===== src/sv/spx_pkg.sv =====
// shared types and constants of the script signature / public key extractor
`default_nettype none
package spx_pkg;

    // script opcodes and marker bytes
    localparam logic [7:0] SPX_OP_PUSH_MAX  = 8'h4b;
    localparam logic [7:0] SPX_OP_PUSHDATA1 = 8'h4c;
    localparam logic [7:0] SPX_DER_SEQ      = 8'h30;
    localparam logic [7:0] SPX_DER_INT      = 8'h02;
    localparam logic [7:0] SPX_KEY_EVEN     = 8'h02;
    localparam logic [7:0] SPX_KEY_ODD      = 8'h03;
    localparam logic [7:0] SPX_KEY_FULL     = 8'h04;

    // length limits
    localparam logic [7:0] SPX_SIG_MIN      = 8'd9;
    localparam logic [7:0] SPX_SIG_MAX      = 8'd73;
    localparam logic [7:0] SPX_KEY_SHORT    = 8'd33;
    localparam logic [7:0] SPX_KEY_LONG     = 8'd65;

    // last chunk index of each key form, and byte counts of full and tail chunks
    localparam logic [3:0] SPX_LAST_SHORT   = 4'd4;
    localparam logic [3:0] SPX_LAST_LONG    = 4'd8;
    localparam logic [3:0] SPX_FULL_CHUNK   = 4'd8;
    localparam logic [3:0] SPX_TAIL_CHUNK   = 4'd1;

    // key store: two banks of sixteen 64-bit word slots
    localparam int SPX_WORD_W   = 64;
    localparam int SPX_RAM_DEPTH = 32;
    localparam int SPX_ADDR_W   = 5;

    typedef enum logic [2:0] {
        PH_SIG_OP,
        PH_SIG_LEN,
        PH_SIG_BODY,
        PH_KEY_OP,
        PH_KEY_LEN,
        PH_KEY_BODY,
        PH_IDLE
    } t_phase;

    typedef struct packed {
        logic                  en;
        logic [SPX_ADDR_W-1:0] addr;
        logic [SPX_WORD_W-1:0] data;
    } t_wr_req;

    typedef struct packed {
        logic valid;
        logic bank;
        logic long_key;
    } t_key_done;

    typedef struct packed {
        logic hold;
        logic busy;
    } t_em_status;

    typedef struct packed {
        logic [63:0] key_chunk;
        logic [3:0]  chunk_bytes;
        logic        last_chunk;
        logic [6:0]  key_length;
    } t_chunk;

endpackage
`default_nettype wire


===== src/sv/spx_if.sv =====
// stream interfaces for script bytes in and key chunks out
`default_nettype none
interface spx_byte_if;
    logic       valid;
    logic       ready;
    logic [7:0] script_byte;
    logic       end_of_script;

    modport source (output valid, output script_byte, output end_of_script, input ready);
    modport sink   (input valid, input script_byte, input end_of_script, output ready);
endinterface

interface spx_chunk_if;
    logic        valid;
    logic        ready;
    logic [63:0] key_chunk;
    logic [3:0]  chunk_bytes;
    logic        last_chunk;
    logic [6:0]  key_length;

    modport source (output valid, output key_chunk, output chunk_bytes,
                    output last_chunk, output key_length, input ready);
    modport sink   (input valid, input key_chunk, input chunk_bytes,
                    input last_chunk, input key_length, output ready);
endinterface
`default_nettype wire


===== src/sv/spx_ram.sv =====
// generic simple dual port ram with registered read
`default_nettype none
module spx_ram #(
    parameter int WIDTH = 8,
    parameter int DEPTH = 16
) (
    input  wire logic                     i_clk,
    input  wire logic                     i_we,
    input  wire logic [$clog2(DEPTH)-1:0] i_waddr,
    input  wire logic [WIDTH-1:0]         i_wdata,
    input  wire logic                     i_re,
    input  wire logic [$clog2(DEPTH)-1:0] i_raddr,
    output logic      [WIDTH-1:0]         o_rdata
);
    logic [WIDTH-1:0] r_mem [DEPTH];

    // write port
    always_ff @(posedge i_clk) begin
        if (i_we) begin
            r_mem[i_waddr] <= i_wdata;
        end
    end

    // registered read port
    always_ff @(posedge i_clk) begin
        if (i_re) begin
            o_rdata <= r_mem[i_raddr];
        end
    end
endmodule
`default_nettype wire


===== src/sv/spx_parser.sv =====
// script byte parser: push checks and key word assembly into the key store
`default_nettype none
module spx_parser (
    input  wire logic               i_clk,
    input  wire logic               i_rst_n,
    spx_byte_if.sink                i_byte_if,
    input  wire logic               i_hold,
    output spx_pkg::t_wr_req        o_wr,
    output spx_pkg::t_key_done      o_done
);
    import spx_pkg::*;

    t_phase      r_phase, n_phase;
    logic [7:0]  r_left, n_left;
    logic [7:0]  r_sig_len, n_sig_len;
    logic        r_key_long, n_key_long;
    logic        r_wr_bank, n_wr_bank;
    logic [63:0] r_word, n_word;

    logic        fire;
    logic [7:0]  b;
    logic [7:0]  sig_pos;
    logic [6:0]  key_len;
    logic [6:0]  key_pos;
    logic [2:0]  lane;
    logic [5:0]  shamt;
    logic [63:0] merged;
    logic        direct_push;
    logic        sig_len_ok;
    logic        key_len_ok;
    logic        key_len_long;
    logic        key_done;
    logic        key_write;

    assign i_byte_if.ready = !i_hold;
    assign fire            = i_byte_if.valid && i_byte_if.ready;
    assign b               = i_byte_if.script_byte;

    // positions within the current push
    assign sig_pos  = r_sig_len - r_left;
    assign key_len  = r_key_long ? SPX_KEY_LONG[6:0] : SPX_KEY_SHORT[6:0];
    assign key_pos  = key_len - r_left[6:0];
    assign lane     = key_pos[2:0];
    assign shamt    = {3'd7 - lane, 3'b000};
    assign merged   = (lane == 3'd0) ? {b, 56'd0} : (r_word | ({56'd0, b} << shamt));

    // push length decode; the direct push check is shared by both pushes
    assign direct_push  = (b != 8'd0) && (b <= SPX_OP_PUSH_MAX);
    assign sig_len_ok   = (b >= SPX_SIG_MIN) && (b <= SPX_SIG_MAX);
    assign key_len_ok   = (b == SPX_KEY_SHORT) || (b == SPX_KEY_LONG);
    assign key_len_long = (b == SPX_KEY_LONG);

    // next state
    always_comb begin
        n_phase    = r_phase;
        n_left     = r_left;
        n_sig_len  = r_sig_len;
        n_key_long = r_key_long;
        n_wr_bank  = r_wr_bank;
        n_word     = r_word;
        key_done   = 1'b0;
        key_write  = 1'b0;
        if (fire) begin
            case (r_phase)
                PH_SIG_OP, PH_SIG_LEN: begin
                    if (r_phase == PH_SIG_OP && b == SPX_OP_PUSHDATA1) begin
                        n_phase = PH_SIG_LEN;
                    end else if ((r_phase == PH_SIG_LEN || direct_push) && sig_len_ok) begin
                        n_sig_len = b;
                        n_left    = b;
                        n_phase   = PH_SIG_BODY;
                    end else begin
                        n_phase = PH_IDLE;
                    end
                end
                PH_SIG_BODY: begin
                    if ((sig_pos == 8'd0 && b != SPX_DER_SEQ) ||
                        (sig_pos == 8'd1 && b != r_sig_len - 8'd3) ||
                        (sig_pos == 8'd2 && b != SPX_DER_INT)) begin
                        n_phase = PH_IDLE;
                    end else begin
                        n_left = r_left - 8'd1;
                        if (r_left == 8'd1) begin
                            n_phase = PH_KEY_OP;
                        end
                    end
                end
                PH_KEY_OP, PH_KEY_LEN: begin
                    if (r_phase == PH_KEY_OP && b == SPX_OP_PUSHDATA1) begin
                        n_phase = PH_KEY_LEN;
                    end else if ((r_phase == PH_KEY_LEN || direct_push) && key_len_ok) begin
                        n_key_long = key_len_long;
                        n_left     = b;
                        n_phase    = PH_KEY_BODY;
                    end else begin
                        n_phase = PH_IDLE;
                    end
                end
                PH_KEY_BODY: begin
                    if (key_pos == 7'd0 &&
                        (r_key_long ? (b != SPX_KEY_FULL)
                                    : (b != SPX_KEY_EVEN && b != SPX_KEY_ODD))) begin
                        n_phase = PH_IDLE;
                    end else begin
                        n_word = merged;
                        n_left = r_left - 8'd1;
                        if (lane == 3'd7 || r_left == 8'd1) begin
                            key_write = 1'b1;
                        end
                        if (r_left == 8'd1) begin
                            key_done  = 1'b1;
                            n_wr_bank = !r_wr_bank;
                            n_phase   = PH_IDLE;
                        end
                    end
                end
                PH_IDLE: begin
                    n_phase = PH_IDLE;
                end
                default: begin
                    n_phase = PH_IDLE;
                end
            endcase
            // end of script returns the parser to its start
            if (i_byte_if.end_of_script) begin
                n_phase    = PH_SIG_OP;
                n_left     = 8'd0;
                n_sig_len  = 8'd0;
                n_key_long = 1'b0;
            end
        end
    end

    // state registers
    always_ff @(posedge i_clk) begin
        if (!i_rst_n) begin
            r_phase    <= PH_SIG_OP;
            r_left     <= 8'd0;
            r_sig_len  <= 8'd0;
            r_key_long <= 1'b0;
            r_wr_bank  <= 1'b0;
        end else begin
            r_phase    <= n_phase;
            r_left     <= n_left;
            r_sig_len  <= n_sig_len;
            r_key_long <= n_key_long;
            r_wr_bank  <= n_wr_bank;
        end
    end

    // word assembly register
    always_ff @(posedge i_clk) begin
        r_word <= n_word;
    end

    // key store write and hand-off to the emitter
    always_comb begin
        o_wr.en         = key_write;
        o_wr.addr       = {r_wr_bank, key_pos[6:3]};
        o_wr.data       = merged;
        o_done.valid    = key_done;
        o_done.bank     = r_wr_bank;
        o_done.long_key = r_key_long;
    end
endmodule
`default_nettype wire


===== src/sv/spx_emitter.sv =====
// key chunk emitter: reads finished keys from the key store into an output queue
`default_nettype none
module spx_emitter (
    input  wire logic                            i_clk,
    input  wire logic                            i_rst_n,
    input  wire spx_pkg::t_key_done              i_done,
    input  wire logic [spx_pkg::SPX_WORD_W-1:0]  i_rdata,
    output logic                                 o_re,
    output logic [spx_pkg::SPX_ADDR_W-1:0]       o_raddr,
    output spx_pkg::t_em_status                  o_status,
    spx_chunk_if.source                          o_chunk_if
);
    import spx_pkg::*;

    // current and pending key
    logic       r_busy, n_busy;
    logic       r_bank, n_bank;
    logic       r_long, n_long;
    logic [3:0] r_idx, n_idx;
    logic       r_pend, n_pend;
    logic       r_pend_bank, n_pend_bank;
    logic       r_pend_long, n_pend_long;

    // read in flight
    logic       r_fl_valid;
    logic [3:0] r_fl_bytes;
    logic       r_fl_last;
    logic [6:0] r_fl_len;

    // two entry output queue
    t_chunk     r_q [2];
    logic       r_q_rd, r_q_wr;
    logic [1:0] r_count;

    logic [2:0] occ;
    logic       pop;
    logic       issue;
    logic       is_last;
    logic       free_next;
    t_chunk     push_item;

    assign occ     = {1'b0, r_count} + {2'd0, r_fl_valid};
    assign pop     = o_chunk_if.valid && o_chunk_if.ready;
    assign issue   = r_busy && ((occ < 3'd2) || (occ == 3'd2 && pop));
    assign is_last = (r_idx == (r_long ? SPX_LAST_LONG : SPX_LAST_SHORT));
    assign free_next = !r_busy || (issue && is_last);

    assign o_re    = issue;
    assign o_raddr = {r_bank, r_idx};

    assign o_status.hold = r_pend;
    assign o_status.busy = r_busy;

    // read sequencing and pending key hand-over
    always_comb begin
        n_busy      = r_busy;
        n_bank      = r_bank;
        n_long      = r_long;
        n_idx       = r_idx;
        n_pend      = r_pend;
        n_pend_bank = r_pend_bank;
        n_pend_long = r_pend_long;
        if (issue) begin
            n_idx = r_idx + 4'd1;
            if (is_last) begin
                if (r_pend) begin
                    n_bank = r_pend_bank;
                    n_long = r_pend_long;
                    n_idx  = 4'd0;
                    n_pend = 1'b0;
                end else begin
                    n_busy = 1'b0;
                end
            end
        end
        if (i_done.valid) begin
            if (free_next && !r_pend) begin
                n_busy = 1'b1;
                n_bank = i_done.bank;
                n_long = i_done.long_key;
                n_idx  = 4'd0;
            end else begin
                n_pend      = 1'b1;
                n_pend_bank = i_done.bank;
                n_pend_long = i_done.long_key;
            end
        end
    end

    always_ff @(posedge i_clk) begin
        if (!i_rst_n) begin
            r_busy     <= 1'b0;
            r_pend     <= 1'b0;
            r_fl_valid <= 1'b0;
            r_q_rd     <= 1'b0;
            r_q_wr     <= 1'b0;
            r_count    <= 2'd0;
        end else begin
            r_busy     <= n_busy;
            r_pend     <= n_pend;
            r_fl_valid <= issue;
            if (r_fl_valid) begin
                r_q_wr <= !r_q_wr;
            end
            if (pop) begin
                r_q_rd <= !r_q_rd;
            end
            r_count <= r_count + {1'b0, r_fl_valid} - {1'b0, pop};
        end
    end

    // payload registers
    always_ff @(posedge i_clk) begin
        r_bank      <= n_bank;
        r_long      <= n_long;
        r_idx       <= n_idx;
        r_pend_bank <= n_pend_bank;
        r_pend_long <= n_pend_long;
        if (issue) begin
            r_fl_bytes <= is_last ? SPX_TAIL_CHUNK : SPX_FULL_CHUNK;
            r_fl_last  <= is_last;
            r_fl_len   <= r_long ? SPX_KEY_LONG[6:0] : SPX_KEY_SHORT[6:0];
        end
        if (r_fl_valid) begin
            r_q[r_q_wr] <= push_item;
        end
    end

    // item pushed into the queue when read data returns
    always_comb begin
        push_item.key_chunk   = i_rdata;
        push_item.chunk_bytes = r_fl_bytes;
        push_item.last_chunk  = r_fl_last;
        push_item.key_length  = r_fl_len;
    end

    // queue head drives the output channel
    assign o_chunk_if.valid       = (r_count != 2'd0);
    assign o_chunk_if.key_chunk   = r_q[r_q_rd].key_chunk;
    assign o_chunk_if.chunk_bytes = r_q[r_q_rd].chunk_bytes;
    assign o_chunk_if.last_chunk  = r_q[r_q_rd].last_chunk;
    assign o_chunk_if.key_length  = r_q[r_q_rd].key_length;
endmodule
`default_nettype wire


===== src/sv/scriptsig_pubkey_extractor_top.sv =====
// top level of the script signature / public key extractor
//
//  channel      dir  handshake     payload
//  i_byte_if    in   valid/ready   script_byte[7:0], end_of_script
//  o_chunk_if   out  valid/ready   key_chunk[63:0], chunk_bytes[3:0], last_chunk,
//                                  key_length[6:0]
//
//  one script byte is taken every cycle unless held; parser state is in registers
//  and key words go into a two bank key store ram (one write, one read port)
//  a finished key is read back one word a cycle unless the output queue is full:
//  5 or 9 chunks, each through the registered ram read and a two item queue
//  input stalls only while a second finished key waits for the bank being read
//  reset is synchronous active low and leaves the parser expecting the
//  signature push; no clearing pass, the key store is never read unwritten
`default_nettype none
module scriptsig_pubkey_extractor_top (
    input  wire logic   i_clk,
    input  wire logic   i_rst_n,
    spx_byte_if.sink    i_byte_if,
    spx_chunk_if.source o_chunk_if
);
    import spx_pkg::*;

    t_wr_req                 wr;
    t_key_done               done;
    t_em_status              em_status;
    logic                    rd_en;
    logic [SPX_ADDR_W-1:0]   rd_addr;
    logic [SPX_WORD_W-1:0]   rd_data;

    // byte parser and key word assembly
    spx_parser u_parser (
        .i_clk     (i_clk),
        .i_rst_n   (i_rst_n),
        .i_byte_if (i_byte_if),
        .i_hold    (em_status.hold),
        .o_wr      (wr),
        .o_done    (done)
    );

    // key store
    spx_ram #(
        .WIDTH (SPX_WORD_W),
        .DEPTH (SPX_RAM_DEPTH)
    ) u_key_store (
        .i_clk   (i_clk),
        .i_we    (wr.en),
        .i_waddr (wr.addr),
        .i_wdata (wr.data),
        .i_re    (rd_en),
        .i_raddr (rd_addr),
        .o_rdata (rd_data)
    );

    // chunk emitter
    spx_emitter u_emitter (
        .i_clk      (i_clk),
        .i_rst_n    (i_rst_n),
        .i_done     (done),
        .i_rdata    (rd_data),
        .o_re       (rd_en),
        .o_raddr    (rd_addr),
        .o_status   (em_status),
        .o_chunk_if (o_chunk_if)
    );

    // writer and reader never touch the same key store entry in one cycle
    a_no_rw_clash: assert property (@(posedge i_clk) disable iff (!i_rst_n)
        !(wr.en && rd_en && wr.addr == rd_addr))
        else $error("key store write and read hit the same entry");

    // a waiting key implies a key is being read out
    a_hold_busy: assert property (@(posedge i_clk) disable iff (!i_rst_n)
        em_status.hold |-> em_status.busy)
        else $error("pending key without active emission");

    // a finished key never arrives while another one still waits
    a_no_double_pend: assert property (@(posedge i_clk) disable iff (!i_rst_n)
        em_status.hold |-> !done.valid)
        else $error("key completed while the pending slot was full");

    // chunk size agrees with the last chunk flag
    a_chunk_size: assert property (@(posedge i_clk) disable iff (!i_rst_n)
        o_chunk_if.valid |->
            ((o_chunk_if.last_chunk && o_chunk_if.chunk_bytes == SPX_TAIL_CHUNK) ||
             (!o_chunk_if.last_chunk && o_chunk_if.chunk_bytes == SPX_FULL_CHUNK)))
        else $error("chunk size does not match last chunk flag");
endmodule
`default_nettype wire

===== src/flat_wrapper.sv =====
// flat-port wrapper written by rule: the top's interface ports become plain ports
module scriptsig_pubkey_extractor_top_flat import spx_pkg::*;
  (i_clk, i_rst_n, i_byte_if_valid, i_byte_if_script_byte, i_byte_if_end_of_script, i_byte_if_ready, o_chunk_if_valid, o_chunk_if_key_chunk, o_chunk_if_chunk_bytes, o_chunk_if_last_chunk, o_chunk_if_key_length, o_chunk_if_ready);
  spx_byte_if i_byte_if_i ();
  spx_chunk_if o_chunk_if_i ();
  input  wire logic i_clk;
  input  wire logic i_rst_n;
  input wire logic [$bits(i_byte_if_i.valid)-1:0] i_byte_if_valid;
  input wire logic [$bits(i_byte_if_i.script_byte)-1:0] i_byte_if_script_byte;
  input wire logic [$bits(i_byte_if_i.end_of_script)-1:0] i_byte_if_end_of_script;
  output wire logic [$bits(i_byte_if_i.ready)-1:0] i_byte_if_ready;
  output wire logic [$bits(o_chunk_if_i.valid)-1:0] o_chunk_if_valid;
  output wire logic [$bits(o_chunk_if_i.key_chunk)-1:0] o_chunk_if_key_chunk;
  output wire logic [$bits(o_chunk_if_i.chunk_bytes)-1:0] o_chunk_if_chunk_bytes;
  output wire logic [$bits(o_chunk_if_i.last_chunk)-1:0] o_chunk_if_last_chunk;
  output wire logic [$bits(o_chunk_if_i.key_length)-1:0] o_chunk_if_key_length;
  input wire logic [$bits(o_chunk_if_i.ready)-1:0] o_chunk_if_ready;
  assign i_byte_if_i.valid = i_byte_if_valid;
  assign i_byte_if_i.script_byte = i_byte_if_script_byte;
  assign i_byte_if_i.end_of_script = i_byte_if_end_of_script;
  assign i_byte_if_ready = i_byte_if_i.ready;
  assign o_chunk_if_valid = o_chunk_if_i.valid;
  assign o_chunk_if_key_chunk = o_chunk_if_i.key_chunk;
  assign o_chunk_if_chunk_bytes = o_chunk_if_i.chunk_bytes;
  assign o_chunk_if_last_chunk = o_chunk_if_i.last_chunk;
  assign o_chunk_if_key_length = o_chunk_if_i.key_length;
  assign o_chunk_if_i.ready = o_chunk_if_ready;
  scriptsig_pubkey_extractor_top u_core (.i_clk(i_clk), .i_rst_n(i_rst_n), .i_byte_if(i_byte_if_i), .o_chunk_if(o_chunk_if_i));
endmodule

===== config.mk =====
export PLATFORM = sky130hd
export DESIGN_NAME = scriptsig_pubkey_extractor_top_flat
export DESIGN_NICKNAME = d
export VERILOG_FILES = /design/src/sv/spx_pkg.sv /design/src/sv/spx_if.sv /design/src/sv/spx_ram.sv /design/src/sv/spx_parser.sv /design/src/sv/spx_emitter.sv /design/src/sv/scriptsig_pubkey_extractor_top.sv /design/src/flat_wrapper.sv
export SDC_FILE = /design/constraint.sdc
export NUM_CORES = 2
export LEC_CHECK = 0
export BUFFER_PORTS_ARGS = -buffer_cell sky130_fd_sc_hd__buf_4
export CAP_MARGIN = 20
export CORE_UTILIZATION = 30
export CTS_CLUSTER_DIAMETER = 120
export DETAILED_ROUTE_END_ITERATION = 16
export PLACE_DENSITY = 0.48
export SETUP_SLACK_MARGIN = 0.02
export SLEW_MARGIN = 30
export SYNTH_ARGS = -nofsm -noshare
export SYNTH_HDL_FRONTEND = slang
export SYNTH_SLANG_ARGS = --single-unit

===== constraint.sdc =====
create_clock -name i_clk -period 4.9 [get_ports i_clk]
set_input_delay 0.245 -clock i_clk [delete_from_list [all_inputs] [get_ports i_clk]]
set_output_delay 0.245 -clock i_clk [all_outputs]
set_load 0.02 [all_outputs]

# Word level (Yosys, flattened, before mapping)
# Memories as Yosys holds them, arrays and structs flattened. A register that Yosys moved wholly into a read port is not among the register bits.
# Cells that the tools add are included.
word_totals:
  ram_bits: 2200
  inputBits: 13
  wordCells: 186
  n_memories: 2
  mem_bits_ro: 0
  output_inout_bits: 78
  latch_bits: 0
  reg_bits: 112
mem_list:
  columns: ["name", "depth", "width", "read_ports", "rd_clocked_by_memory_dff", "wr", "line_no", "text"]
  rows:
  - ["u_core.u_key_store.r_mem", 32, 64, 1, 1, 1, "spx_ram.sv:15", "logic [WIDTH-1:0] r_mem [DEPTH];"]
  - ["u_core.u_emitter.r_q", 2, 76, 1, 1, 1, "spx_emitter.sv:31", "t_chunk r_q [2];"]
classes:
  n_shift: 1
  n_mux: 68
  bitwise: 3
  n_eq_ne: 29
  div: 0
  n_lt_le_gt_ge: 4
  reduce_logical: 50
  multipliers: 0
  n_addsub: 9
op_table:
  columns: ["cell", "count"]
  rows:
  - ["$mux 8", 9]
  - ["$mux 64", 1]
  - ["$or 64x64->64", 1]
  - ["$shl 8x6->64", 1]
  - ["$mux 1", 38]
  - ["$pmux 8 s4", 1]
  - ["$mux 4", 7]
  - ["$mux 3", 7]
  - ["$ne 3x3->1 const B", 6]
  - ["$logic_and 1x1->1", 17]
  - ["$eq 8x1->1 const B", 2]
  - ["$eq 8x7->1 const B", 2]
  - ["$le 8x7->1 const B", 2]
  - ["$ne 8x2->1 const B", 2]
  - ["$mux 7", 2]
  - ["$pmux 3 s4", 1]
  - ["$reduce_and 4->1", 3]
  - ["$reduce_bool 2->1", 5]
  - ["$eq 3x2->1 const B", 3]
  - ["$eq 3x3->1 const B", 3]
  - ["$eq 8x2->1 const B", 1]
  - ["$eq 8x6->1 const B", 1]
  - ["$ge 8x4->1 const B", 1]
  - ["$logic_not 8->1", 1]
  - ["29 further kinds", 47]

# Longest topological paths before layout
depth:
  depth_word: 10
  mapped_depth: 13
  depth_no_buf: 12

# Hierarchy
# A second synthesis with hierarchy kept.
unflattened:
  cells_unflattened: 3890
  hier_area_um2: 90359.2
modules_own_cells:
  columns: ["module", "cells_each", "instances", "seq_area_each_um2", "area_per_inst_um2"]
  rows:
  - ["spx_ram", 3096, 1, 63420.8, 79605.1]
  - ["spx_emitter", 311, 1, 4544.4, 5911.9]
  - ["spx_parser", 483, 1, 2342.2, 4842.1]

# Worst setup path before layout
# Ideal clock, no wire load.
synth_timing:
  path_kind: "reg2reg"
  start: "register u_core.u_parser.r_left[1]"
  end: "memory u_core.u_key_store.r_mem[8][0] (netlist name) (enable)"
  required_time_ps: 4413
  path_buffers: 1
  arrival_ps: 4827
  period_less_slack_ps: 5313
  setup_slack_ps: -413
  stages_incl_launch_ff: 13
  cell_sequence: "dfxtp_1 inv_1 ha_1 inv_2 nor3_2 xor2_1 nor4_2 nor2_1 nand2_1 a21oi_1 nand2b_1 clkbuf_1 nor2_1"
synth_between:
  elab_chain_cells: 9
  elab_cells_between_ends: 12
  classes_between: "add/sub (1); eq/ne (2); mux (6); reduce/logical (3)"
synth_rtl:
  columns: ["item", "line_no", "text"]
  rows:
  - ["start: declaration", "spx_parser.sv:14", "logic [7:0] r_left, n_left;"]
  - ["start signal: assignment", "spx_parser.sv:144", "r_left <= n_left;"]
  - ["$sub 7x7->7", "spx_parser.sv:42", "assign key_pos = key_len - r_left[6:0];"]
  - ["$eq 3x3->1", "spx_parser.sv:107", "if (lane == 3'd7 || r_left == 8'd1) begin"]
  - ["$logic_or 1x1->1", "spx_parser.sv:107", null]
  - ["$mux 1", "spx_parser.sv:107", null]
  - ["$mux 1", "spx_parser.sv:100", "if (key_pos == 7'd0 &&"]
  - ["$mux 1", "spx_parser.sv:64", "case (r_phase)"]
  - ["$mux 1", "spx_parser.sv:63", "if (fire) begin"]
  - ["$mux 1", "spx_ram.sv:19", "if (i_we) begin"]
  - ["$mux 1 (implied by the code)", "spx_ram.sv:20", "r_mem[i_waddr] <= i_wdata;"]
  - ["end: declaration", "spx_ram.sv:15", null]
# Several ways; a longest one is shown, not always the timed one.

# Final worst setup path
layout_timing:
  start: "register u_core.u_parser.r_left[1]"
  end: "memory u_core.u_key_store.r_mem[10][33] (netlist name) (enable)"
# Same word-level chain as after synthesis.

==> reports/qor.csv <==
stage,metric,value,unit
pwr,worst vdd ir,0.239,mV
routing,WL final,232000,µm
worst_hold_path,Hold Path Sink,u_core.u_emitter.r_pend$_SDFF_PN0_,
floorplanning,IO Pins,91,
worst_setup_path,Startpoint Class,flip-flop,
grt,GRT overflow,0,
synthesis,"EDFF count, synth",2318,
sta,hold_ws,0.248,ns
sta,Setup-failing EPs final,0,
sta,Hold Fails Final Rpt,0,
placement,Final Wtd Congestion,0.745,
cells_and_area,post-layout net count,4168,
worst_hold_path,Min-Delay Path Class,in2reg,
worst_setup_path,Setup Crit Path Kind,reg2reg,
worst_setup_path,CP endpoint kind,flip-flop,
synthesis,synth warn,0,
synthesis,Synth Instances,3807,
synthesis,cell with the most instances after synthesis,edfxtp_1,
synthesis,share of the synthesized area in the top cell type,0.772,
floorplanning,Horiz. Die Dim,550,µm
placement,port bufs,83,
clock_tree,post-CTS sizing,0,
grt,initial antenna violation count,9,
synthesis,"Seq/Total Area, Yosys",0.780,
synthesis,Yosys cell types,77,
worst_setup_path,FF-to-FF setup slack,0.41,ns
floorplanning,DIE HEIGHT,550,µm
worst_setup_path,crit-path max FO,40,
floorplanning,starting density of the core,0.303,
worst_setup_path,r2r worst-path depth,13,
clock_tree,Clock Tree Root,clkbuf_16,
cells_and_area,fillers,27300,
synthesis,top post-synthesis cells by count,"edfxtp_1 (2318), mux4_2 (640), clkbuf_1 (146), mux2_2 (134), nor2_1 (92)",
floorplanning,Die ar.,303000,µm²
clock_tree,cts bufs inserted,270,
clock_tree,Max Root-Sink Buffers,4,
cells_and_area,"Design Area, Final",106000,µm²
worst_hold_path,Hold Crit Depth,3,
sta,RSZ-0062 raised after global routing,no,
routing,initial DRC count,3672,
sta,Tmin final,4.49,ns
floorplanning,row count,200,
placement,Post-Place Cell Area,97000,µm²
grt,largest net degree at the start of global routing,82,
grt,global-route wire length before repair,330000,µm
sta,Final Slew Violations,0,
clock_tree,htree depth,5,
cells_and_area,layout cells sized above 1,0.344,
clock_tree,worst-skew pair later-pin latency,0.87,ns
worst_setup_path,"Req. time, crit path",5.34,ns
worst_setup_path,RR Startpoint,u_core.u_parser.r_left[1]$_SDFFE_PN0P_,
synthesis,Synth area leader,edfxtp_1,
synthesis,"Top FF cell, synth",edfxtp_1,
routing,DRC,0,
synthesis,#FFs+latches synth,2353,
sta,Final Skew,0.0628,ns
clock_tree,CTS Sinks,2353,
run,MaxCap Viol Count,0,
sta,crit share post-route,0.917,
routing,vias,40600,
worst_setup_path,Critical Path AT,4.93,ns
pwr,Static Leak,32.2,nW
worst_setup_path,worst r2r dst,u_core.u_key_store.r_mem[10][33]$_DFFE_PP_,
routing,Vias/cell,4.90,
clock_tree,CTS tree,built,
sta,actual slew at the worst max-slew pin,0.998,ns
pwr,PD cells,430,nW/µm²
placement,HPWL after DPL,128000,µm
synthesis,mean post-synth cell area,23.7,µm²
status,status,"finished, final reports clean",
routing,wire per inst,28.0,µm
synthesis,Synth area leaders,"edfxtp_1 (77%), mux4_2 (16%), mux2_2 (1.7%)",
synthesis,ys async rst share,0,
grt,GRT Total Usage,0.153,
worst_hold_path,HP Start,i_rst_n,
routing,Final ANT Viol Nets,0,
sta,relative slew slack,0.334,
routing,drt first pass iters,6,
clock_tree,Worst-path clk slew,0.06,ns
synthesis,Post-Syn Area,90100,µm²
cells_and_area,Syn-to-layout area delta,17.5,%
sta,fmax,223,MHz
floorplanning,core box area,298000,µm²
grt,vias in the first global route,42900,
==> routing by layer <==
layer,GRT usage,share of wire
met5,0,0
met4,0.0303,0.016
met3,0.0210,0.045
met2,0.253,0.49
met1,0.215,0.45
==> area by class of cell <==
cell class / count / area [µm²] / area share
Tap cell: 3939 / 4930 / 0.0466
Clock buffer: 331 / 7150 / 0.0676
Antenna cell: 5 / 12.5 / 0.000118
Sequential cell: 2353 / 70300 / 0.664
Timing Repair Buffer: 257 / 2560 / 0.0242
Multi-Input combinational cell: 1219 / 19200 / 0.181
Clock inverter: 146 / 1580 / 0.0149
Inverter: 32 / 134 / 0.00126
==> timing repair <==
action	4_1_cts	5_1_grt
endpoints found under the hold margin	44	0
setup buffers	0	0
hold buffers	15	0
==> worst max-delay path by stage <==
stage,start,to,slack [ns],cells after the start
2_1_floorplan,u_core.u_parser.r_left[1]$_SDFFE_PN0P_,u_core.u_key_store.r_mem[8][0]$_DFFE_PP_,-0.41,12
3_3_place_gp,u_core.u_parser.r_left[1]$_SDFFE_PN0P_,u_core.u_key_store.r_mem[10][17]$_DFFE_PP_,0.53,13
3_5_place_dp,u_core.u_parser.r_left[1]$_SDFFE_PN0P_,u_core.u_key_store.r_mem[10][17]$_DFFE_PP_,0.53,13
4_1_cts,u_core.u_parser.r_left[1]$_SDFFE_PN0P_,u_core.u_key_store.r_mem[10][33]$_DFFE_PP_,0.45,13
5_1_grt,u_core.u_parser.r_left[1]$_SDFFE_PN0P_,u_core.u_key_store.r_mem[10][33]$_DFFE_PP_,0.18,13
6_report,u_core.u_parser.r_left[1]$_SDFFE_PN0P_,u_core.u_key_store.r_mem[10][33]$_DFFE_PP_,0.41,13
==> cell families (layout without fill, tap and decap cells) <==
family	count (synthesis)	after routing	synth area share
compound gates	148	148	0.0118
xor+xnor	33	33	0.00337
fa+ha+maj	22	22	0.00314
buf+inv	240	766	0.0111
flops	2353	2353	0.780
mux	784	784	0.178
other cells	2	12	0.0000833
simple gates	225	225	0.0123
==> worst max-delay path: stages, from the launching register on <==
cell and delay [ns]:
dfxtp_1 0.30, buf_4 0.16, inv_1 0.28, ha_1 0.33, inv_2 0.10, nor3_2 0.19, xor2_1 0.32, nor4_2 0.13
nor2_1 0.17, nand2_1 0.13, a21oi_1 0.47, o21ai_1 0.47, nor2_4 0.26, buf_4 0.70
==> placed cells by master (no fill, tap or decap), drive strengths merged, types with 21 or more instances in the layout <==
master     n
mux4     640
dfxtp     35
inv       46
nor2     100
mux2     141
clkinv   103
ha        21
buf      242
bufinv    24
xnor2     21
a21oi     47
edfxtp  2318
a22o      41
nand2     41
clkbuf   331
==> registers in the layout, indices dropped and copies added (netlist names), 2 cells and up, named ones only <==
register	flops
u_core.u_parser.r_sig_len	8
u_core.u_emitter.r_fl_bytes	2
u_core.u_parser.r_phase	3
u_core.u_parser.r_word	64
u_core.u_emitter.r_idx	4
u_core.u_emitter.r_q	136
u_core.u_emitter.r_fl_len	2
u_core.u_key_store.o_rdata	64
u_core.u_parser.r_left	8
u_core.u_key_store.r_mem	2048
u_core.u_emitter.r_count	2
==> metrics by stage <==
stage	util	std cells	power (mW)	setup slack (ns)	TNS, ns
floorplan	-	3812	24.9	-0.413	-804.04
global placement	0.325	7784	26.1	0.527	0
detailed placement	0.326	7785	26.1	0.526	0
CTS	0.355	8277	46.1	0.446	0
global route	0.355	8279	47.0	0.176	0
finish	0.355	8282	45.5	0.409	0
==> power breakdown <==
part / switching, mW / internal (mW) / total, mW / leakage [nW]
sequential: 0.0964 / 22.0 / 22.1 / 21.1
clock: 8.16 / 11.7 / 19.9 / 4.25
combinational: 1.81 / 1.63 / 3.45 / 6.81
No activity file was read; power rests on OpenSTA's default activity.
